===== src/rtl/aoc_pkg.sv =====
// ----------------------------------------------------------------------------
// Alpha-over compositor package
// Request types, register indexes and fixed field widths.
// ----------------------------------------------------------------------------
`timescale 1ns / 1ps
`default_nettype none

package aoc_pkg;

    localparam int PIX_W   = 8;
    localparam int DIM_W   = 13;
    localparam int SHIFT_W = 14;
    localparam int CFG_W   = 14;
    localparam int IDX_W   = 3;

    localparam logic [IDX_W-1:0] REG_CANVAS_W  = 3'd0;
    localparam logic [IDX_W-1:0] REG_CANVAS_H  = 3'd1;
    localparam logic [IDX_W-1:0] REG_OVERLAY_W = 3'd2;
    localparam logic [IDX_W-1:0] REG_OVERLAY_H = 3'd3;
    localparam logic [IDX_W-1:0] REG_SHIFT_X   = 3'd4;
    localparam logic [IDX_W-1:0] REG_SHIFT_Y   = 3'd5;

    localparam logic [DIM_W-1:0] CANVAS_RESET = 13'd4096;
    localparam logic [PIX_W-1:0] FULL_SCALE   = 8'd255;

    typedef struct packed {
        logic [PIX_W-1:0] bg_c0;
        logic [PIX_W-1:0] bg_c1;
        logic [PIX_W-1:0] bg_c2;
        logic [PIX_W-1:0] bg_c3;
        logic [PIX_W-1:0] fg_c0;
        logic [PIX_W-1:0] fg_c1;
        logic [PIX_W-1:0] fg_c2;
        logic [PIX_W-1:0] fg_alpha;
    } t_in_req;

    typedef struct packed {
        logic [PIX_W-1:0] out_c0;
        logic [PIX_W-1:0] out_c1;
        logic [PIX_W-1:0] out_c2;
        logic [PIX_W-1:0] out_c3;
        logic             covered;
        logic             frame_last;
    } t_out_req;

endpackage

`default_nettype wire


===== src/rtl/alpha_over_compositor.sv =====
// ----------------------------------------------------------------------------
// Alpha-over compositor
// Each accepted request passes the input register, then the result register.
// Throughput: one pixel per cycle unless stalled; position compare at the input
// register; covered pixels blend all four channels into the result register.
// Reset: synchronous active-low; clears raster counters, pipeline valids and
// restores canvas 4096x4096, empty overlay, zero shift.
// ----------------------------------------------------------------------------
`timescale 1ns / 1ps
`default_nettype none

module alpha_over_compositor
    import aoc_pkg::*;
#(
    parameter int MAX_DIM = 4096
) (
    input  wire logic                    i_clk,
    input  wire logic                    i_rst_n,
    input  wire logic                    i_cfg_wr_en,
    input  wire logic [IDX_W-1:0]        i_cfg_index,
    input  wire logic [CFG_W-1:0]        i_cfg_wdata,
    input  wire logic                    i_in_valid,
    output logic                         o_in_stall,
    input  wire t_in_req                 i_in_req,
    output logic                         o_out_valid,
    input  wire logic                    i_out_stall,
    output t_out_req                     o_out_req
);

    localparam int CW = $clog2(MAX_DIM);
    localparam int EW = ((CW + 2) > 15) ? (CW + 2) : 15;

    function automatic logic [PIX_W-1:0] blend(
        input logic [PIX_W-1:0] bg,
        input logic [PIX_W-1:0] fg,
        input logic [PIX_W-1:0] a
    );
        logic [2*PIX_W-1:0] x;
        logic [2*PIX_W:0]   t;
        x = ({{PIX_W{1'b0}}, bg} * {{PIX_W{1'b0}}, FULL_SCALE - a})
          + ({{PIX_W{1'b0}}, fg} * {{PIX_W{1'b0}}, a});
        t = {1'b0, x} + {{(PIX_W+1){1'b0}}, x[2*PIX_W-1:PIX_W]} + 17'd1;
        return t[2*PIX_W-1:PIX_W];
    endfunction

    logic [DIM_W-1:0]          r_canvas_w;
    logic [DIM_W-1:0]          r_canvas_h;
    logic [DIM_W-1:0]          r_overlay_w;
    logic [DIM_W-1:0]          r_overlay_h;
    logic signed [SHIFT_W-1:0] r_shift_x;
    logic signed [SHIFT_W-1:0] r_shift_y;

    logic [CW-1:0]             r_col;
    logic [CW-1:0]             r_row;
    logic [CW-1:0]             n_col;
    logic [CW-1:0]             n_row;

    logic                      r_s1_valid;
    t_in_req                   r_s1_req;
    logic                      r_s1_cov;
    logic                      r_s1_last;

    logic                      r_s2_valid;
    t_out_req                  r_s2_req;
    t_out_req                  n_s2_req;

    logic                      s2_ready;
    logic                      s1_ready;
    logic                      in_acc;

    logic [EW-1:0]             canvas_w;
    logic [EW-1:0]             canvas_h;
    logic signed [EW-1:0]      dx;
    logic signed [EW-1:0]      dy;
    logic                      cov;
    logic                      col_end;
    logic                      row_end;

    assign s2_ready    = !r_s2_valid || !i_out_stall;
    assign s1_ready    = !r_s1_valid || s2_ready;
    assign in_acc      = i_in_valid && s1_ready;
    assign o_in_stall  = !s1_ready;
    assign o_out_valid = r_s2_valid;
    assign o_out_req   = r_s2_req;

    always_comb begin
        canvas_w = EW'(r_canvas_w);
        if (canvas_w == '0) begin
            canvas_w = EW'(1);
        end else if (canvas_w > EW'(MAX_DIM)) begin
            canvas_w = EW'(MAX_DIM);
        end
        canvas_h = EW'(r_canvas_h);
        if (canvas_h == '0) begin
            canvas_h = EW'(1);
        end else if (canvas_h > EW'(MAX_DIM)) begin
            canvas_h = EW'(MAX_DIM);
        end

        dx  = $signed(EW'(r_col)) - EW'(r_shift_x);
        dy  = $signed(EW'(r_row)) - EW'(r_shift_y);
        cov = !dx[EW-1] && (dx < $signed(EW'(r_overlay_w)))
           && !dy[EW-1] && (dy < $signed(EW'(r_overlay_h)));

        col_end = (EW'(r_col) + EW'(1)) >= canvas_w;
        row_end = (EW'(r_row) + EW'(1)) >= canvas_h;

        n_col = r_col;
        n_row = r_row;
        if (col_end) begin
            n_col = '0;
            n_row = row_end ? '0 : r_row + CW'(1);
        end else begin
            n_col = r_col + CW'(1);
        end
    end

    always_comb begin
        if (r_s1_cov) begin
            n_s2_req.out_c0 = blend(r_s1_req.bg_c0, r_s1_req.fg_c0, r_s1_req.fg_alpha);
            n_s2_req.out_c1 = blend(r_s1_req.bg_c1, r_s1_req.fg_c1, r_s1_req.fg_alpha);
            n_s2_req.out_c2 = blend(r_s1_req.bg_c2, r_s1_req.fg_c2, r_s1_req.fg_alpha);
            n_s2_req.out_c3 = blend(r_s1_req.bg_c3, r_s1_req.fg_alpha,
                                    r_s1_req.fg_alpha);
        end else begin
            n_s2_req.out_c0 = r_s1_req.bg_c0;
            n_s2_req.out_c1 = r_s1_req.bg_c1;
            n_s2_req.out_c2 = r_s1_req.bg_c2;
            n_s2_req.out_c3 = r_s1_req.bg_c3;
        end
        n_s2_req.covered    = r_s1_cov;
        n_s2_req.frame_last = r_s1_last;
    end

    // configuration registers
    always_ff @(posedge i_clk) begin
        if (!i_rst_n) begin
            r_canvas_w  <= CANVAS_RESET;
            r_canvas_h  <= CANVAS_RESET;
            r_overlay_w <= '0;
            r_overlay_h <= '0;
            r_shift_x   <= '0;
            r_shift_y   <= '0;
        end else if (i_cfg_wr_en) begin
            unique case (i_cfg_index)
                REG_CANVAS_W:  r_canvas_w  <= i_cfg_wdata[DIM_W-1:0];
                REG_CANVAS_H:  r_canvas_h  <= i_cfg_wdata[DIM_W-1:0];
                REG_OVERLAY_W: r_overlay_w <= i_cfg_wdata[DIM_W-1:0];
                REG_OVERLAY_H: r_overlay_h <= i_cfg_wdata[DIM_W-1:0];
                REG_SHIFT_X:   r_shift_x   <= $signed(i_cfg_wdata[SHIFT_W-1:0]);
                REG_SHIFT_Y:   r_shift_y   <= $signed(i_cfg_wdata[SHIFT_W-1:0]);
                default: ;
            endcase
        end
    end

    // raster position and pipeline control
    always_ff @(posedge i_clk) begin
        if (!i_rst_n) begin
            r_col      <= '0;
            r_row      <= '0;
            r_s1_valid <= 1'b0;
            r_s2_valid <= 1'b0;
        end else begin
            if (in_acc) begin
                r_col <= n_col;
                r_row <= n_row;
            end
            if (in_acc) begin
                r_s1_valid <= 1'b1;
            end else if (s2_ready) begin
                r_s1_valid <= 1'b0;
            end
            if (s2_ready) begin
                r_s2_valid <= r_s1_valid;
            end
        end
    end

    // payload registers
    always_ff @(posedge i_clk) begin
        if (in_acc) begin
            r_s1_req  <= i_in_req;
            r_s1_cov  <= cov;
            r_s1_last <= col_end && row_end;
        end
        if (s2_ready && r_s1_valid) begin
            r_s2_req <= n_s2_req;
        end
    end

endmodule

`default_nettype wire


===== config.mk =====
export PLATFORM = sky130hd
export DESIGN_NAME = alpha_over_compositor
export DESIGN_NICKNAME = d
export VERILOG_FILES = /design/src/rtl/aoc_pkg.sv /design/src/rtl/alpha_over_compositor.sv
export SDC_FILE = /design/constraint.sdc
export NUM_CORES = 2
export LEC_CHECK = 0
export BUFFER_PORTS_ARGS = -buffer_cell sky130_fd_sc_hd__buf_2
export CELL_PAD_IN_SITES_DETAIL_PLACEMENT = 1
export CELL_PAD_IN_SITES_GLOBAL_PLACEMENT = 1
export CORE_MARGIN = 3
export CORE_UTILIZATION = 54
export DETAILED_ROUTE_END_ITERATION = 7
export GPL_TIMING_DRIVEN = 0
export PLACE_DENSITY = 0.89
export SYNTH_ARGS = -nofsm -noshare
export SYNTH_HDL_FRONTEND = slang
export SYNTH_SLANG_ARGS = --single-unit

===== constraint.sdc =====
create_clock -name i_clk -period 16.9 [get_ports i_clk]
set_input_delay 3.38 -clock i_clk [delete_from_list [all_inputs] [get_ports i_clk]]
set_output_delay 3.38 -clock i_clk [all_outputs]
set_load 0.1 [all_outputs]

==> Word level (Yosys, flattened, before mapping) <==
Index checks and enable logic that the tools add are counted.
{ "totals": {"input_bits": 86, "regBits": 206} }
{ "op_classes": {"n_eq_ne": 5, "mux": 9, "n_lt_le_gt_ge": 6, "n_addsub": 19, "mul": 8, "n_reduce_logical": 25} }
{ "op_table": {"columns": ["operator", "n"], "rows": [
  ["8-bit by 8-bit multiplier with 16-bit output", 8],
  ["16-bit by 1-bit adder with 16-bit output (second input constant)", 4],
  ["16-bit adder", 4],
  ["16-bit by 8-bit adder with 16-bit output", 4],
  ["13-bit 2-to-1 mux", 4],
  ["32-bit 2-to-1 mux", 1],
  ["13-bit by 15-bit >= comparator with 1-bit output", 2],
  ["15-bit by 14-bit < comparator with 1-bit output", 2],
  ["13-bit by 14-bit subtractor with 15-bit output", 2],
  ["12-bit by 1-bit adder with 13-bit output (second input constant)", 2],
  ["13-bit > comparator (second input constant)", 2],
  ["13-bit zero test", 2],
  ["12-bit by 1-bit adder with 12-bit output (second input constant)", 2],
  ["12-bit 2-to-1 mux", 2],
  ["2-bit AND reduction", 7],
  ["8-bit subtractor (first input constant)", 1],
  ["3-bit by 2-bit == test with 1-bit output (second input constant)", 2],
  ["3-bit == test (second input constant)", 2],
  ["1-bit logical AND", 6],
  ["1-bit zero test", 6],
  ["3-bit by 1-bit == test with 1-bit output (second input constant)", 1],
  ["3-bit zero test", 1],
  ["1-bit logical OR", 2],
  ["1-bit 2-to-1 mux", 2],
  ["2-bit nonzero test", 1]
]} }

==> Longest topological paths before layout <==
{ "logic_depth": {"ltp_word": 6, "ltp_mapped": 31} }

==> Least setup slack after synthesis <==
OpenSTA, ideal clock, no wires.
{ "synth_path": {"path_kind": "register to register", "from": "register r_s1_req[6] in the netlist's numbering", "to": "register r_s2_req (netlist bit o_out_req[33]) (data pin)", "t_arrival_ns": 7.359, "n_path_buf": 2, "required_ns": 16.630, "stages_incl_launch_ff": 27, "slack_ns": 9.270, "setup_ns": 0.270, "path_cell_list": "edfxtp_1 clkbuf_1 inv_1 clkbuf_1 nand2_1 fa_1 fa_1 fa_1 inv_1 fa_1 fa_1 fa_1 ha_1 a211oi_4 a21oi_1 o2111ai_1 nand3_1 and2_1 ha_1 nor2b_1 or3_2 nor4_1 o21ai_0 a41oi_2 nor4_1 xnor2_1 a21oi_1"} }
{ "synth_lines": {"columns": ["element", "line_no", "source"], "rows": [
  ["start: declaration", "alpha_over_compositor.sv:59", "t_in_req r_s1_req;"],
  ["start signal: assignment", "alpha_over_compositor.sv:183", "r_s1_req <= i_in_req;"],
  ["end signal: assignment", "alpha_over_compositor.sv:188", "r_s2_req <= n_s2_req;"],
  ["end: declaration", "alpha_over_compositor.sv:64", "t_out_req r_s2_req;"]
]} }

==> metrics.log <==
INFO  metric final-instance-count-excl-fill = between 4,000 and 5,000
INFO  metric drive_above_1_share = 6.595%
INFO  metric placement.io_buffers = 120
INFO  metric fraction_of_the_cycle_the_final_worst_path_needs = 61.94%
INFO  metric gp_congestion = between 0.9 and 1
INFO  metric grt_pass1_vias = 28,950
INFO  metric layout.nets = 4,222
INFO  metric synth_async_reset_ratio = 0%
INFO  metric area_delta_synth_final = 8.284%
INFO  metric grt_start_max_net_pins = 42
INFO  metric first_pass_iters = 5
INFO  metric global_route_wire_length_before_repair = 163.1 mm
INFO  metric rows = 84
INFO  metric holdPathEnd = o_out_req[0]
INFO  metric floorplan.die.width = 239.2 um
INFO  metric postRouteAntennaNets = 0
INFO  metric netlist_area = ~0.029 sq mm
INFO  metric critical_path_class = flip-flop to flip-flop
INFO  metric ys_ff_latch = slightly above 200
INFO  metric synth.distinct_cells = 94
INFO  metric min_from = r_s1_last
INFO  metric buffer_depth_of_the_longest_clock_path = 3
INFO  metric num-fill-cells = 6,194
INFO  metric antenna_found_initial = 4
INFO  metric worst_skew_pair.late_latency = 0.63 ns
INFO  metric final-seq-area = 0.005125 sq mm
INFO  metric worst_setup_path_end_kind = flip-flop
INFO  metric cts_htree_levels = 1
INFO  metric crit_top_cell = fa_1
INFO  metric synth_cells = 3,267
INFO  metric final-setup-viol-count = 0
INFO  metric worst_reg2reg_path_length_in_cells = 29
INFO  metric max-cap-violations = 0
INFO  metric yosysSeqAreaShare = between 10% and 20%
INFO  metric crit-reg2reg-launch = r_s1_req[0]
INFO  metric cts.hold.buffers_added = 0
INFO  metric crit_required = roughly 17 ns
INFO  metric r2r_slack = 6.43 ns
INFO  metric placed_cell_count = 4,081
INFO  metric leading_cell_types_in_the_layout_fill_and_taps_excluded = 641 x inv_1, 374 x nand2_1, 373 x fa_1
INFO  metric synth-main-ff-cell = dfxtp_1
INFO  metric drt-vias-per-instance = 6.101
INFO  metric fmax = about 96 MHz
INFO  metric clock_sink_count = ~210
INFO  metric final_max_tran_viols = 0
INFO  metric delay_of_the_slowest_critical_path_stage = 0.87 ns
INFO  metric timing.critical_path.arrival = 10.80 ns
INFO  metric finalWorstPathRequiredPeriod = 10.47 ns
INFO  metric floorplan_die_height = ~240 um
INFO  metric maxSlewHeadroom = 20.89%
INFO  metric drcViolationCount = 0
INFO  metric startpoint = r_s1_req[0]
INFO  metric clk_root_buffer_cell = clkbuf_16
INFO  metric skew_final = 0.04889 ns
INFO  metric core_area = 0.05318 sq mm
INFO  metric yosysWarnings = 0
INFO  metric drt-initial-drc-count = about 1,600
INFO  metric finalHoldViolCount = 0
INFO  metric via_count = 25,220
INFO  metric crit_path_start_kind = flip-flop
INFO  metric area_used_by_multi_input_combinational_logic = 0.02143 sq mm
INFO  metric route.detailed.wl_per_inst = approximately 26 um
INFO  metric cts-buffers-inserted = 27
INFO  metric critPathMaxFanout = 11
INFO  metric initial_core_util = 55.21%
INFO  metric total_negative_setup_slacks = 0 ns
INFO  metric post_synth.cell_area_avg = 8.987 sq um
INFO  metric cp_slowest_cell = clkbuf_1
INFO  metric run_status = complete, no violations
INFO  metric tritoncts_clock_tree = done
INFO  metric cts.repair_timing.setup_buffer_count = 0
INFO  metric r2r-end = o_out_req[33]
INFO  metric finalHoldWorstSlack = 0.4402 ns
INFO  metric hold_class = flip-flop to flip-flop
INFO  metric quantity_of_gates_resized_following_cts = 0
INFO  metric clk_pin_slew_worst_paths = 0.06 ns
INFO  metric rsz0062_at_grt = no
INFO  metric worst_slew_pin_slew = 1.187 ns
INFO  metric layout.cells.most_common = inv_1
INFO  metric synth_edf_count = 100
INFO  metric hold-path-cell-count = 0
INFO  metric postRouteWirelength = 105.6 mm
INFO  metric dp.final_hpwl = 81.17 mm
INFO  metric overflow = 0
INFO  metric grtUsageTotal = between 30% and 40%
INFO  metric floorplan.die_area = 0.05721 sq mm
INFO  metric floorplan.io_pins = around 120
## layout make-up
type                            count  share of cell area (%)
Sequential cell                   206                   16.12
Clock buffer                       35                   2.377
Inverter                          642                   7.587
Multi-Input combinational cell   2320                   67.39
Antenna cell                        3                 0.02361
Clock inverter                     14                  0.3896
Buffer                            103                   1.346
Timing Repair Buffer              122                   2.062
Tap cell                          688                   2.707
## routing by layer
layer	wire [um]	share of wire, %	track usage, %	vias up
met2	50820	48	63.80	1256
met4	9424	8.9	27.63	0
met3	8460	8.0	9.119	567
met1	36910	35	41.03	12660
met5	0	0	0	-
li1	-	-	-	10730
## stage by stage
stage	setup WS, ns	area (sq um)	util [%]
floorplan	9.270	29380	-
global placement	7.255	30840	57.99
detailed placement	6.898	30910	58.12
CTS	6.830	31790	59.77
global route	6.372	31790	59.77
finish	6.432	31790	59.79
## synth_stat cells (all sizes together), types with 42 or more instances
cell	count	area share [%]
dfxtp	106	7.2
and2	145	3.1
nor2	99	1.3
ha	341	15
clkbuf	92	1.2
a21boi	87	2.2
nor2b	163	3.5
fa	373	25
xor2	42	1.3
inv	642	8.2
xnor2	70	2.1
edfxtp	100	10
o21ai	50	0.87
nand2	374	4.8
nand2b	81	1.7
a21oi	87	1.5
## how the worst max path moves through the flow
| stage | to | depth (start not counted) | slack (ns) |
|---|---|---|---|
| after floorplan | o_out_req[33] | 26 | 9.27 |
| after global placement | o_out_req[33] | 27 | 7.26 |
| after detailed placement | o_out_req[33] | 27 | 6.90 |
| after CTS | o_out_req[33] | 29 | 6.83 |
| after global routing | o_out_req[33] | 29 | 6.37 |
| final | o_out_req[33] | 29 | 6.43 |
## cell families (layout without fill, tap and decap cells)
| kind of cell | count (synthesis) | count (layout) | synth area share [%] |
|---|---|---|---|
| simple gates | 1030 | 1030 | 17.97 |
| compound gates | 441 | 441 | 10.84 |
| other cells | 1 | 8 | 0.01277 |
| fa+ha+maj | 715 | 715 | 40.00 |
| mux | 17 | 17 | 0.6648 |
| flops | 206 | 206 | 17.45 |
| xor+xnor | 112 | 112 | 3.392 |
| buf+inv | 745 | 916 | 9.665 |
## critical path, delay by kind of cell, from the launching register on
family	cells	cell delay, ns
fa+ha+maj	8	3.44
compound gates	6	1.51
buf+inv	7	2.68
simple gates	7	1.96
flops	1	0.32
xor+xnor	1	0.26
## sequential cells by signal, summed over array words and instances, names as in the netlist, 12 cells and up
signal	cells
r_row	12
r_shift_x	14
r_overlay_h	13
r_overlay_w	13
o_out_req	34
r_col	12
r_s1_req	64
r_canvas_w	13
r_shift_y	14
r_canvas_h	13
Power is left out: the tool's default activity adds up to more than one toggle a clock period on the data nets, which glitch-free logic cannot reach.
